`src/ipv4frag_pkg.sv`:
```
// Shared types, constants and helpers for the IPv4 fragmenter.
// No dependencies; the other files that use this package refer to it by scoped names.
package ipv4frag_pkg;

  localparam int HEADER_STORE_WORDS_DEF = 37;
  localparam int ETH_WORDS              = 7;
  localparam int ETH_BYTES              = 14;
  localparam int MTU_W                  = 14;
  localparam int IHB_W                  = 6;
  localparam int OFS_W                  = 13;

  localparam logic [MTU_W-1:0] MTU_RESET = 14'd1500;
  localparam logic [3:0]       IHL_MIN   = 4'd5;

  // header word positions rewritten on replay
  localparam int TOTLEN_WORD = ETH_WORDS + 1;
  localparam int FLAGS_WORD  = ETH_WORDS + 3;
  localparam int CSUM_WORD   = ETH_WORDS + 5;

  localparam logic [1:0] BYTES_ONE = 2'd1;
  localparam logic [1:0] BYTES_TWO = 2'd2;

  typedef struct packed {
    logic [15:0] data_word;
    logic [1:0]  byte_count;
    logic        end_of_frame;
    logic [15:0] frame_bytes;
  } in_t;

  typedef struct packed {
    logic [15:0] out_word;
    logic [1:0]  out_bytes;
    logic        end_of_packet;
    logic        run_last;
  } out_t;

  typedef struct packed {
    logic accept;
    logic calc_a;
    logic calc_b;
    logic calc_c;
    logic replay_adv;
    logic data_emit;
  } cmd_t;

  typedef struct packed {
    logic need_frag;
    logic replay_last;
    logic out_valid;
  } stat_t;

  // ones'-complement add with end-around carry
  function automatic logic [15:0] add_ec(input logic [15:0] a, input logic [15:0] b);
    logic [16:0] s;
    s = {1'b0, a} + {1'b0, b};
    return s[15:0] + {15'd0, s[16]};
  endfunction

endpackage

```
`src/ipv4frag_ram.sv`:
```
// Generic single-write, single-read RAM with registered read data.
// No dependencies.
module ipv4frag_ram #(
  parameter int WIDTH = 16,
  parameter int DEPTH = 37,
  localparam int ADDR_W = $clog2(DEPTH)
) (
  input  logic              clk,
  input  logic              wr_en,
  input  logic [ADDR_W-1:0] wr_addr,
  input  logic [WIDTH-1:0]  wr_data,
  input  logic              rd_en,
  input  logic [ADDR_W-1:0] rd_addr,
  output logic [WIDTH-1:0]  rd_data
);

  logic [WIDTH-1:0] mem [DEPTH];

  always_ff @(posedge clk) begin
    if (wr_en) begin
      mem[wr_addr] <= wr_data;
    end
    if (rd_en) begin
      rd_data <= mem[rd_addr];
    end
  end

endmodule

```
`src/ipv4frag_ctrl.sv`:
```
// Sequencer of the fragmenter: input handshake, fragment header setup and replay.
// Depends on ipv4frag_pkg (cmd_t, stat_t).
module ipv4frag_ctrl (
  input  logic                clk,
  input  logic                rst_n,
  input  logic                in_valid,
  output logic                in_ready,
  input  logic                out_ready,
  input  ipv4frag_pkg::stat_t stat,
  output ipv4frag_pkg::cmd_t  cmd
);

  typedef enum logic [5:0] {
    S_RUN    = 6'b000001,
    S_CALC_A = 6'b000010,
    S_CALC_B = 6'b000100,
    S_CALC_C = 6'b001000,
    S_REPLAY = 6'b010000,
    S_DATA   = 6'b100000
  } state_t;

  state_t state_r, state_nxt;
  logic   out_free;

  assign out_free = !stat.out_valid || out_ready;
  assign in_ready = (state_r == S_RUN) && out_free;

  always_comb begin
    state_nxt  = state_r;
    cmd        = '0;
    cmd.accept = in_valid && in_ready;
    case (state_r)
      S_RUN: begin
        if (cmd.accept && stat.need_frag) begin
          state_nxt = S_CALC_A;
        end
      end
      S_CALC_A: begin
        cmd.calc_a = 1'b1;
        state_nxt  = S_CALC_B;
      end
      S_CALC_B: begin
        cmd.calc_b = 1'b1;
        state_nxt  = S_CALC_C;
      end
      S_CALC_C: begin
        cmd.calc_c = 1'b1;
        state_nxt  = S_REPLAY;
      end
      S_REPLAY: begin
        if (out_free) begin
          cmd.replay_adv = 1'b1;
          if (stat.replay_last) begin
            state_nxt = S_DATA;
          end
        end
      end
      S_DATA: begin
        if (out_free) begin
          cmd.data_emit = 1'b1;
          state_nxt     = S_RUN;
        end
      end
      default: begin
        state_nxt = S_RUN;
      end
    endcase
  end

  always_ff @(posedge clk) begin
    if (!rst_n) begin
      state_r <= S_RUN;
    end else begin
      state_r <= state_nxt;
    end
  end

endmodule

```
`src/ipv4frag_dp.sv`:
```
// Datapath: frame parsing, header store, fragment length/offset/checksum, output register.
// Depends on ipv4frag_pkg and ipv4frag_ram.
module ipv4frag_dp #(
  parameter int HSW = ipv4frag_pkg::HEADER_STORE_WORDS_DEF
) (
  input  logic                             clk,
  input  logic                             rst_n,
  input  ipv4frag_pkg::cmd_t               cmd,
  output ipv4frag_pkg::stat_t              stat,
  input  ipv4frag_pkg::in_t                in_data,
  input  logic                             out_ready,
  output logic                             out_valid,
  output ipv4frag_pkg::out_t               out_data,
  input  logic                             cfg_wr_en,
  input  logic [ipv4frag_pkg::MTU_W-1:0]   cfg_wr_data
);

  localparam int ADDR_W = $clog2(HSW);
  localparam int POS_W  = $clog2(HSW + 1);
  localparam int IHB_W  = ipv4frag_pkg::IHB_W;
  localparam int MTU_W  = ipv4frag_pkg::MTU_W;
  localparam int OFS_W  = ipv4frag_pkg::OFS_W;

  localparam logic [IHB_W-1:0] MAXB =
    IHB_W'(((HSW - ipv4frag_pkg::ETH_WORDS) / 2) * 4);
  localparam logic [POS_W-1:0] POS_ETH    = POS_W'(ipv4frag_pkg::ETH_WORDS);
  localparam logic [POS_W-1:0] POS_TOTLEN = POS_W'(ipv4frag_pkg::TOTLEN_WORD);
  localparam logic [POS_W-1:0] POS_FLAGS  = POS_W'(ipv4frag_pkg::FLAGS_WORD);
  localparam logic [POS_W-1:0] POS_CSUM   = POS_W'(ipv4frag_pkg::CSUM_WORD);

  typedef enum logic [3:0] {
    M_CAPTURE = 4'b0001,
    M_PASS    = 4'b0010,
    M_PAYLOAD = 4'b0100,
    M_DROP    = 4'b1000
  } mode_t;

  mode_t              mode_r, mode_nxt;
  logic [POS_W-1:0]   pos_r, pos_nxt;
  logic [IHB_W-1:0]   ihb_r, ihb_nxt;
  logic [15:0]        rem_r, rem_nxt;
  logic [15:0]        fl_r, fl_nxt;
  logic [OFS_W-1:0]   ofs_r, ofs_nxt;
  logic [15:0]        fsum_r, fsum_nxt;
  logic [MTU_W-1:0]   mtu_r;
  logic [ADDR_W-1:0]  rp_r, rp_nxt;
  logic               out_valid_r, out_valid_nxt;

  logic [MTU_W-1:0]   maxf_r;
  logic [15:0]        totlen_r;
  logic [15:0]        flags_r;
  logic [15:0]        csum_r;
  logic [15:0]        hold_word_r;
  logic               hold_eof_r;
  ipv4frag_pkg::out_t out_r;

  logic [POS_W-1:0]   hwords;
  logic               pos_zero;
  logic               pass_ok;
  logic [1:0]         pass_bytes;
  ipv4frag_pkg::out_t pass_word;
  logic [3:0]         ihl_raw;
  logic [3:0]         ihl_fix;
  logic [IHB_W-1:0]   ihb_raw;
  logic [IHB_W-1:0]   ihb_new;
  logic               cap_go;
  logic               cap_done;
  logic               sum_take;
  logic [15:0]        sum_new;
  logic [15:0]        hdr_total;
  logic [15:0]        rem_cut;

  logic               pw_go;
  logic [15:0]        pw_word;
  logic               pw_eof;
  logic [1:0]         pw_b;
  logic [15:0]        fl_dec;
  logic [15:0]        rem_dec;
  logic               pw_eop;

  logic [MTU_W-1:0]   ihb8;
  logic [MTU_W-1:0]   maxf;
  logic               more;
  logic [15:0]        flen;

  logic [POS_W-1:0]   rp_pos;
  logic               rep_last;
  logic [15:0]        rep_word;

  logic               ram_we;
  logic               ram_re;
  logic [ADDR_W-1:0]  ram_raddr;
  logic [15:0]        ram_rdata;

  logic               emit;
  ipv4frag_pkg::out_t emit_data;

  // capture and pass-through decode
  assign hwords     = POS_ETH + POS_W'(ihb_r[IHB_W-1:1]);
  assign pos_zero   = (pos_r == '0);
  assign pass_ok    = ({1'b0, in_data.frame_bytes}
                       <= (17'(mtu_r) + 17'(ipv4frag_pkg::ETH_BYTES)));
  assign pass_bytes = (in_data.byte_count == ipv4frag_pkg::BYTES_ONE) ?
                      ipv4frag_pkg::BYTES_ONE : ipv4frag_pkg::BYTES_TWO;
  assign pass_word  = '{out_word: in_data.data_word, out_bytes: pass_bytes,
                        end_of_packet: in_data.end_of_frame, run_last: 1'b1};

  assign ihl_raw  = in_data.data_word[11:8];
  assign ihl_fix  = (ihl_raw < ipv4frag_pkg::IHL_MIN) ? ipv4frag_pkg::IHL_MIN : ihl_raw;
  assign ihb_raw  = {ihl_fix, 2'b00};
  assign ihb_new  = (ihb_raw > MAXB) ? MAXB : ihb_raw;

  assign cap_go   = cmd.accept && (mode_r == M_CAPTURE) && !(pos_zero && pass_ok);
  assign cap_done = (pos_r > POS_ETH) && ((pos_r + POS_W'(1)) == hwords);
  assign sum_take = (pos_r >= POS_ETH) && !(pos_r inside {POS_TOTLEN, POS_FLAGS, POS_CSUM});
  assign sum_new  = (pos_r == POS_ETH) ? in_data.data_word :
                    ipv4frag_pkg::add_ec(fsum_r, in_data.data_word);
  assign hdr_total = 16'(ipv4frag_pkg::ETH_BYTES) + 16'(ihb_r);
  assign rem_cut   = (rem_r > hdr_total) ? (rem_r - hdr_total) : 16'd0;

  // payload word accounting
  assign pw_go   = (cmd.accept && (mode_r == M_PAYLOAD) && (fl_r != '0)) || cmd.data_emit;
  assign pw_word = cmd.data_emit ? hold_word_r : in_data.data_word;
  assign pw_eof  = cmd.data_emit ? hold_eof_r : in_data.end_of_frame;
  assign pw_b    = (fl_r >= 16'd2) ? ipv4frag_pkg::BYTES_TWO : ipv4frag_pkg::BYTES_ONE;
  assign fl_dec  = fl_r - 16'(pw_b);
  assign rem_dec = (rem_r >= 16'(pw_b)) ? (rem_r - 16'(pw_b)) : 16'd0;
  assign pw_eop  = (fl_dec == '0) || pw_eof;

  // fragment setup
  assign ihb8 = MTU_W'(ihb_r) + MTU_W'(8);
  assign maxf = (mtu_r >= ihb8) ? ((mtu_r - MTU_W'(ihb_r)) & ~MTU_W'(7)) : MTU_W'(8);
  assign more = (rem_r > 16'(maxf_r));
  assign flen = more ? 16'(maxf_r) : rem_r;

  // header replay
  assign rp_pos   = POS_W'(rp_r);
  assign rep_last = (rp_pos == (hwords - POS_W'(1)));
  always_comb begin
    if (rp_pos == POS_TOTLEN) begin
      rep_word = totlen_r;
    end else if (rp_pos == POS_FLAGS) begin
      rep_word = flags_r;
    end else if (rp_pos == POS_CSUM) begin
      rep_word = csum_r;
    end else begin
      rep_word = ram_rdata;
    end
  end

  assign ram_we    = cap_go;
  assign ram_re    = cmd.calc_c || (cmd.replay_adv && !rep_last);
  assign ram_raddr = cmd.calc_c ? '0 : (rp_r + ADDR_W'(1));

  ipv4frag_ram #(
    .WIDTH (16),
    .DEPTH (HSW)
  ) u_store (
    .clk     (clk),
    .wr_en   (ram_we),
    .wr_addr (pos_r[ADDR_W-1:0]),
    .wr_data (in_data.data_word),
    .rd_en   (ram_re),
    .rd_addr (ram_raddr),
    .rd_data (ram_rdata)
  );

  always_comb begin
    mode_nxt  = mode_r;
    pos_nxt   = pos_r;
    ihb_nxt   = ihb_r;
    rem_nxt   = rem_r;
    fl_nxt    = fl_r;
    ofs_nxt   = ofs_r;
    fsum_nxt  = fsum_r;
    rp_nxt    = rp_r;
    emit      = 1'b0;
    emit_data = pass_word;

    if (cmd.accept) begin
      case (mode_r)
        M_CAPTURE: begin
          if (pos_zero && pass_ok) begin
            emit = 1'b1;
            if (!in_data.end_of_frame) begin
              mode_nxt = M_PASS;
            end
          end else begin
            pos_nxt = pos_r + POS_W'(1);
            if (pos_zero) begin
              rem_nxt = in_data.frame_bytes;
              ihb_nxt = '0;
            end
            if (pos_r == POS_ETH) begin
              ihb_nxt = ihb_new;
            end
            if (sum_take) begin
              fsum_nxt = sum_new;
            end
            if (cap_done) begin
              rem_nxt  = rem_cut;
              fl_nxt   = '0;
              ofs_nxt  = '0;
              mode_nxt = (rem_cut != '0) ? M_PAYLOAD : M_DROP;
            end
            if (in_data.end_of_frame) begin
              mode_nxt = M_CAPTURE;
              pos_nxt  = '0;
            end
          end
        end
        M_PASS: begin
          emit = 1'b1;
          if (in_data.end_of_frame) begin
            mode_nxt = M_CAPTURE;
          end
        end
        M_PAYLOAD: begin
          // handled by the payload word path or the fragment sequence
        end
        default: begin
          if (in_data.end_of_frame) begin
            mode_nxt = M_CAPTURE;
            pos_nxt  = '0;
          end
        end
      endcase
    end

    if (cmd.calc_b) begin
      fl_nxt  = flen;
      ofs_nxt = ofs_r + flen[15:3];
    end

    if (cmd.calc_c) begin
      rp_nxt = '0;
    end

    if (cmd.replay_adv) begin
      emit      = 1'b1;
      emit_data = '{out_word: rep_word, out_bytes: ipv4frag_pkg::BYTES_TWO,
                    end_of_packet: 1'b0, run_last: 1'b0};
      rp_nxt    = rp_r + ADDR_W'(1);
    end

    if (pw_go) begin
      emit      = 1'b1;
      emit_data = '{out_word: pw_word, out_bytes: pw_b,
                    end_of_packet: pw_eop, run_last: 1'b1};
      fl_nxt    = fl_dec;
      rem_nxt   = rem_dec;
      if (pw_eof) begin
        mode_nxt = M_CAPTURE;
        pos_nxt  = '0;
      end else if (rem_dec == '0) begin
        mode_nxt = M_DROP;
      end
    end
  end

  assign out_valid_nxt = emit || (out_valid_r && !out_ready);

  always_ff @(posedge clk) begin
    if (!rst_n) begin
      mode_r      <= M_CAPTURE;
      pos_r       <= '0;
      ihb_r       <= '0;
      rem_r       <= '0;
      fl_r        <= '0;
      ofs_r       <= '0;
      fsum_r      <= '0;
      rp_r        <= '0;
      mtu_r       <= ipv4frag_pkg::MTU_RESET;
      out_valid_r <= 1'b0;
    end else begin
      mode_r      <= mode_nxt;
      pos_r       <= pos_nxt;
      ihb_r       <= ihb_nxt;
      rem_r       <= rem_nxt;
      fl_r        <= fl_nxt;
      ofs_r       <= ofs_nxt;
      fsum_r      <= fsum_nxt;
      rp_r        <= rp_nxt;
      out_valid_r <= out_valid_nxt;
      if (cfg_wr_en) begin
        mtu_r <= cfg_wr_data;
      end
    end
  end

  always_ff @(posedge clk) begin
    if (cmd.accept) begin
      hold_word_r <= in_data.data_word;
      hold_eof_r  <= in_data.end_of_frame;
    end
    if (cmd.calc_a) begin
      maxf_r <= maxf;
    end
    if (cmd.calc_b) begin
      totlen_r <= 16'(ihb_r) + flen;
      flags_r  <= {2'b00, more, ofs_r};
    end
    if (cmd.calc_c) begin
      csum_r <= ~ipv4frag_pkg::add_ec(ipv4frag_pkg::add_ec(fsum_r, totlen_r), flags_r);
    end
    if (emit) begin
      out_r <= emit_data;
    end
  end

  assign stat.need_frag   = (mode_r == M_PAYLOAD) && (fl_r == '0);
  assign stat.replay_last = rep_last;
  assign stat.out_valid   = out_valid_r;

  assign out_valid = out_valid_r;
  assign out_data  = out_r;

endmodule

```
`src/ipv4_fragmenter.sv`:
```
// IPv4 fragmenter top level: sequencer plus datapath.
// Depends on ipv4frag_pkg, ipv4frag_ctrl, ipv4frag_dp (which holds ipv4frag_ram).
//
// Input channel in_valid/in_ready/in_data carries a frame as 16-bit words, the
// frame length sampled on the first word. Output channel out_valid/out_ready/
// out_data carries the resulting words; run_last marks the last word caused by
// one input transfer. cfg_wr_en/cfg_wr_data writes the MTU (reset 1500).
// Frames whose IP part fits the MTU pass through at one word per cycle while the
// output is free, each word registered and shown in the cycle after it is taken.
// Header and payload words of a fragmented frame are taken at one per cycle while
// the output is free, giving no output (headers) or one word each. After its
// transfer, the first payload word of a fragment waits while states set up length,
// flags/offset and checksum and its H header words (Ethernet plus IP header, H in
// 17..HEADER_STORE_WORDS) are replayed from RAM one per cycle while output is free.
// A single output register decouples the sides; when the receiver stalls, the
// word waits there and input is held off until it is taken.
// Reset is synchronous; the header RAM needs no clearing.
module ipv4_fragmenter #(
  parameter int HEADER_STORE_WORDS = ipv4frag_pkg::HEADER_STORE_WORDS_DEF
) (
  input  logic                            clk,
  input  logic                            rst_n,
  input  logic                            in_valid,
  output logic                            in_ready,
  input  ipv4frag_pkg::in_t               in_data,
  output logic                            out_valid,
  input  logic                            out_ready,
  output ipv4frag_pkg::out_t              out_data,
  input  logic                            cfg_wr_en,
  input  logic [ipv4frag_pkg::MTU_W-1:0]  cfg_wr_data
);

  ipv4frag_pkg::cmd_t  cmd;
  ipv4frag_pkg::stat_t stat;

  ipv4frag_ctrl u_ctrl (
    .clk       (clk),
    .rst_n     (rst_n),
    .in_valid  (in_valid),
    .in_ready  (in_ready),
    .out_ready (out_ready),
    .stat      (stat),
    .cmd       (cmd)
  );

  ipv4frag_dp #(
    .HSW (HEADER_STORE_WORDS)
  ) u_dp (
    .clk         (clk),
    .rst_n       (rst_n),
    .cmd         (cmd),
    .stat        (stat),
    .in_data     (in_data),
    .out_ready   (out_ready),
    .out_valid   (out_valid),
    .out_data    (out_data),
    .cfg_wr_en   (cfg_wr_en),
    .cfg_wr_data (cfg_wr_data)
  );

endmodule

```
`config.mk`:
```
export PLATFORM = sky130hd
export DESIGN_NAME = ipv4_fragmenter
export DESIGN_NICKNAME = d
export VERILOG_FILES = /design/src/ipv4frag_pkg.sv /design/src/ipv4frag_ram.sv /design/src/ipv4frag_ctrl.sv /design/src/ipv4frag_dp.sv /design/src/ipv4_fragmenter.sv
export SDC_FILE = /design/constraint.sdc
export NUM_CORES = 1
export LEC_CHECK = 0
export CORE_MARGIN = 3
export CORE_UTILIZATION = 55
export DETAILED_ROUTE_END_ITERATION = 10
export DONT_BUFFER_PORTS = 1
export PLACE_DENSITY = 0.8
export SLEW_MARGIN = 15
export SYNTH_ARGS = -nofsm -noshare
export SYNTH_HDL_FRONTEND = slang
export SYNTH_HIERARCHICAL = 1
export SYNTH_SLANG_ARGS = --single-unit
```
`constraint.sdc`:
```
create_clock -name clk -period 5.7 [get_ports clk]
set_input_delay 0.57 -clock clk [delete_from_list [all_inputs] [get_ports clk]]
set_output_delay 0.57 -clock clk [all_outputs]
set_load 0.03 [all_outputs]
```
==> out/summary.md <==
The run finished with clean final reports. The number of global-route vias before repair is 25.5k, and the number of flip-flops and latches in the synthesized netlist is 804. The final critical path takes up 98.9% of the cycle.

The post-route DRC violation count is 0, and the average wire per standard cell is 26.0 um. The count of nets left with antenna violations once routing finished came out at 0. The tools report the fmax as 177 MHz.

The overall fraction of global-route tracks in use is 28.1%, and the mean cell area of the mapped netlist is 13.1 sq um. The maximum cell stage delay along the critical path is 0.42 ns, and the fraction of power spent switching nets is 22.7%. In this run the worst hold path is classified as in -> reg. Cells with a size suffix above 1 make up 13.3% of the layout. The buffers plus inverters on the worst setup path is 2, and the post-layout minimum cycle time is 5.64 ns. The internal power consumption was 9.88 mW; the die extent in x was 272 um.

The cell area after placement is 40300 sq um. Element type at the critical path end: a flip-flop. Power spread over the standard cell area amounts to 294 nW/um^2. After detailed routing, the number of vias per cell comes to 6.48.

Pin count of the biggest net entering global routing: 49. The initial antenna violation count is 1. The most used flip-flop cell after synthesis is sky130_fd_sc_hd__edfxtp_1.

The area occupied by multi-input gates is 14900 sq um, and the layout-stage area growth over the synthesis result is 11.9%. Measured along the y axis, the die boundary spans 272 um. OpenSTA, run right after detailed placement, puts the worst setup slack at -0.294 ns. For the I/O pin count, the log shows 76. For the area inside the core boundary, the log shows 69300 sq um. The run gives 0.65 ns as the clock latency at the later pin of the worst-skew pair. The type of the worst setup path was reg -> reg.

For this run the aggregate overflow at the end of global routing stands at 0. Buffers inserted during clock tree synthesis total 84. In the synthesized netlist, the number of instances is 2974. In this run the deepest clock path goes through 3 buffers. The slowest stage of the critical path belongs to the cell sky130_fd_sc_hd__edfxtp_1.

Per report_power, the clock group accounts for 42.1% of the total. Setup slack closes at 0.0647 ns. Setup repair after global routing could not meet its margin everywhere.

The max-capacitance violation count is 0. Critical path startpoint category: a flip-flop. Total number of vias: 26.3k. The area of the die came out at 73800 sq um. The clock transition at the register clock pins on the worst setup and hold paths after CTS was 0.06 ns; the final instance area was 43400 sq um. In this run the core area contains 96 standard-cell rows.

The mapped netlist covers 38800 sq um. The total negative slack is 0 ns, and the worst-margin pin slew is 1.02 ns. Portion of the post-synthesis area used by sequential elements: 59.6%.

After synthesis, the share of flip-flops with an asynchronous set or reset is 0%. Critical path required time: 6.05 ns. The final layout contains 3243 nets. The initial utilization of the core area, before any placement, comes to 56.0%.

Detailed placement ended at an HPWL of 68800 um. Leaving out fill and tap cells, the most frequent cell in the layout is sky130_fd_sc_hd__edfxtp_1. Sequential cells account for 51.3% of the total power. The global-route wire length before repair came out at 158000 um. The number of enable flip-flop cells after synthesis was 702; the number of clock sinks seen by CTS was 804. The arrival time of data at the critical path endpoint was 5.98 ns. The run gives 0 as the hold violation count in the final report. In the layout the commonest cells are sky130_fd_sc_hd__edfxtp_1 (702), sky130_fd_sc_hd__mux2i_1 (287), sky130_fd_sc_hd__nor2_1 (215), sky130_fd_sc_hd__nand2_1 (152), sky130_fd_sc_hd__a21oi_1 (137). The largest delay contributor family on the critical path was compound AO/OA/AOI/OAI gates.

The tools report the worst clock skew on the final layout as 0.0439 ns. Yosys mapped the design onto 94 distinct sky130hd cell types. The number of warnings issued by yosys is 6, and the count of input and output buffers is 0.

The setup-violating endpoint count in the final report is 0, and the number of fillers in the final layout is 5022. The logs give 3056 for the DRC violation total after the first TritonRoute iteration and 7 for the number of detailed-route iterations in the first pass. The static leakage power is 16.7 nW. The tree is rooted in a sky130_fd_sc_hd__clkbuf_16.

The highest net fanout along the worst path was 4. The part of the total power dissipated in combinational logic was 6.6%. The worst-case IR drop observed on VDD is 0.225 mV. Across the whole layout, storage elements account for 23100 sq um. TritonCTS built the clock tree.

The final weighted congestion in routability-driven placement came out at 1.01. In this run the tightest slew margin relative to its limit is 31.7%. The net switching power figure was 2.90 mW; the number of max-slew violations in the final report was 0.

The clock tree synthesis step divided the H-tree into 3 levels. The routed design has 105000 um of wire.
worst reg2reg max path, cell delays in order, from the launching register on:
cell and delay [ns]:
sky130_fd_sc_hd__edfxtp_1 0.42, sky130_fd_sc_hd__ha_2 0.22, sky130_fd_sc_hd__inv_2 0.06, sky130_fd_sc_hd__fa_2 0.22
sky130_fd_sc_hd__nor2b_4 0.05, sky130_fd_sc_hd__o31a_1 0.27, sky130_fd_sc_hd__o21ai_1 0.16, sky130_fd_sc_hd__a21oi_2 0.07
sky130_fd_sc_hd__nor2_2 0.18, sky130_fd_sc_hd__o21ai_2 0.09, sky130_fd_sc_hd__a21o_1 0.18, sky130_fd_sc_hd__a21o_1 0.20
sky130_fd_sc_hd__ha_4 0.17, sky130_fd_sc_hd__ha_4 0.15, sky130_fd_sc_hd__buf_4 0.12, sky130_fd_sc_hd__xor2_1 0.16
sky130_fd_sc_hd__ha_1 0.36, sky130_fd_sc_hd__a211o_1 0.37, sky130_fd_sc_hd__and2_1 0.18, sky130_fd_sc_hd__o31a_1 0.24
sky130_fd_sc_hd__a21oi_1 0.24, sky130_fd_sc_hd__nand3_1 0.29, sky130_fd_sc_hd__nor4_4 0.37, sky130_fd_sc_hd__nand4b_1 0.15
sky130_fd_sc_hd__o211ai_1 0.19, sky130_fd_sc_hd__mux2i_1 0.11, sky130_fd_sc_hd__xnor2_1 0.13
final cells by class:
cell class / instances / share of cell area [%]
inverters: 82 / 0.709
clock buffers: 96 / 4.97
multi-input cells: 1938 / 34.3
diodes: 1 / 0.00576
repair buffers: 148 / 2.77
clock inverters: 56 / 1.33
flip-flops and latches: 804 / 53.2
well taps: 931 / 2.68
synth_stat cells, drive strengths merged (32+ instances only):
cell type | n | area share [%]
edfxtp | 702 | 54
mux2i | 287 | 7.4
nor2 | 222 | 2.2
nand2 | 156 | 1.5
a21oi | 141 | 1.8
ha | 121 | 3.9
o21ai | 106 | 1.4
dfxtp | 102 | 5.3
clkbuf | 82 | 0.79
inv | 82 | 0.79
xnor2 | 79 | 1.8
a22oi | 75 | 1.5
buf | 69 | 1.2
xor2 | 63 | 1.4
nor3 | 54 | 0.71
nand3 | 44 | 0.57
a221oi | 43 | 1.3
mux2 | 37 | 1.1
a22o | 32 | 0.72
kinds of logic after synthesis:
logic type,count (synthesis),synth area share [%]
simple gates,687,8.65
buf+inv,233,2.77
xor+xnor,142,3.22
flops,804,59.6
fa+ha+maj,131,4.42
compound gates,636,12.0
mux,340,9.40
other cells,1,0.00966
routing by layer:
layer	wire length, um	vias up	GRT usage, %	part of all wire (%)
met2	49200	1447	44.8	47
met4	5590	0	14.0	5.3
met1	41000	12900	37.6	39
met5	0	-	0	0
met3	9570	273	4.68	9.1
li1	-	11600	-	-
state kept, by name, summed over array words and instances, names as in the netlist:
| signal | count |
|---|---|
| u_dp/u_store/mem | 592 |
| u_dp/out_data | 20 |
| u_dp/csum_r | 16 |
| u_dp/fl_r | 16 |
| u_dp/fsum_r | 16 |
| u_dp/hold_word_r | 16 |
| u_dp/rem_r | 16 |
| u_dp/totlen_r | 16 |
| u_dp/u_store/rd_data | 16 |
| u_dp/flags_r | 14 |
| u_dp/mtu_r | 14 |
| u_dp/ofs_r | 13 |
| u_dp/maxf_r | 11 |
| u_ctrl/state_r | 6 |
| u_dp/pos_r | 6 |
| u_dp/rp_pos | 6 |
| u_dp/ihb_r | 4 |
| u_dp/mode_r | 4 |
| u_dp/hold_eof_r | 1 |
| u_dp/out_valid | 1 |
timing repair:
| action | CTS | global route |
|---|---|---|
| pin swaps | 20 | 9 |
| gates cloned | 0 | 0 |
| setup buffers | 5 | 3 |
| gates resized for setup | 15 | 14 |
| endpoints found under the hold margin | 120 | 2 |
| hold buffers | 15 | 1 |
| setup endpoints to repair | 5 | 14 |
stage by stage:
stage / hold WS (ns) / power [mW] / cells / util (%)
after detailed placement: 0.462 / 7.47 / 3879 / 58.2
final: 0.0266 / 12.8 / 4056 / 62.7
after CTS: 0.000421 / 12.8 / 4051 / 62.5
after floorplan: 0.423 / 7.22 / 2975 / -
after global placement: 0.452 / 7.45 / 3879 / 58.2
after global routing: 0.00468 / 13.2 / 4055 / 62.7
final timing paths:
check	from	endpoint	slack, ns	cells after the start
worst max-delay path	u_dp/totlen_r[0]	u_dp/csum_r[15]	0.06	26
worst min-delay path	in_data[29]	u_dp/u_store/mem[27][10]	0.03	0
worst max register to register	u_dp/totlen_r[0]	u_dp/csum_r[15]	0.06	26
worst min register to register	u_dp/ofs_r[5]	u_dp/flags_r[5]	0.47	0
power by group through the flow:
stage,Sequential [mW],Combinational [mW],Clock (mW)
finish,6.56,0.841,5.38
detailed placement,6.68,0.791,0
floorplan,6.65,0.572,0
global route,6.56,0.918,5.71
global placement,6.67,0.776,0
CTS,6.55,0.821,5.45
No activity file was read; power rests on OpenSTA's default activity.
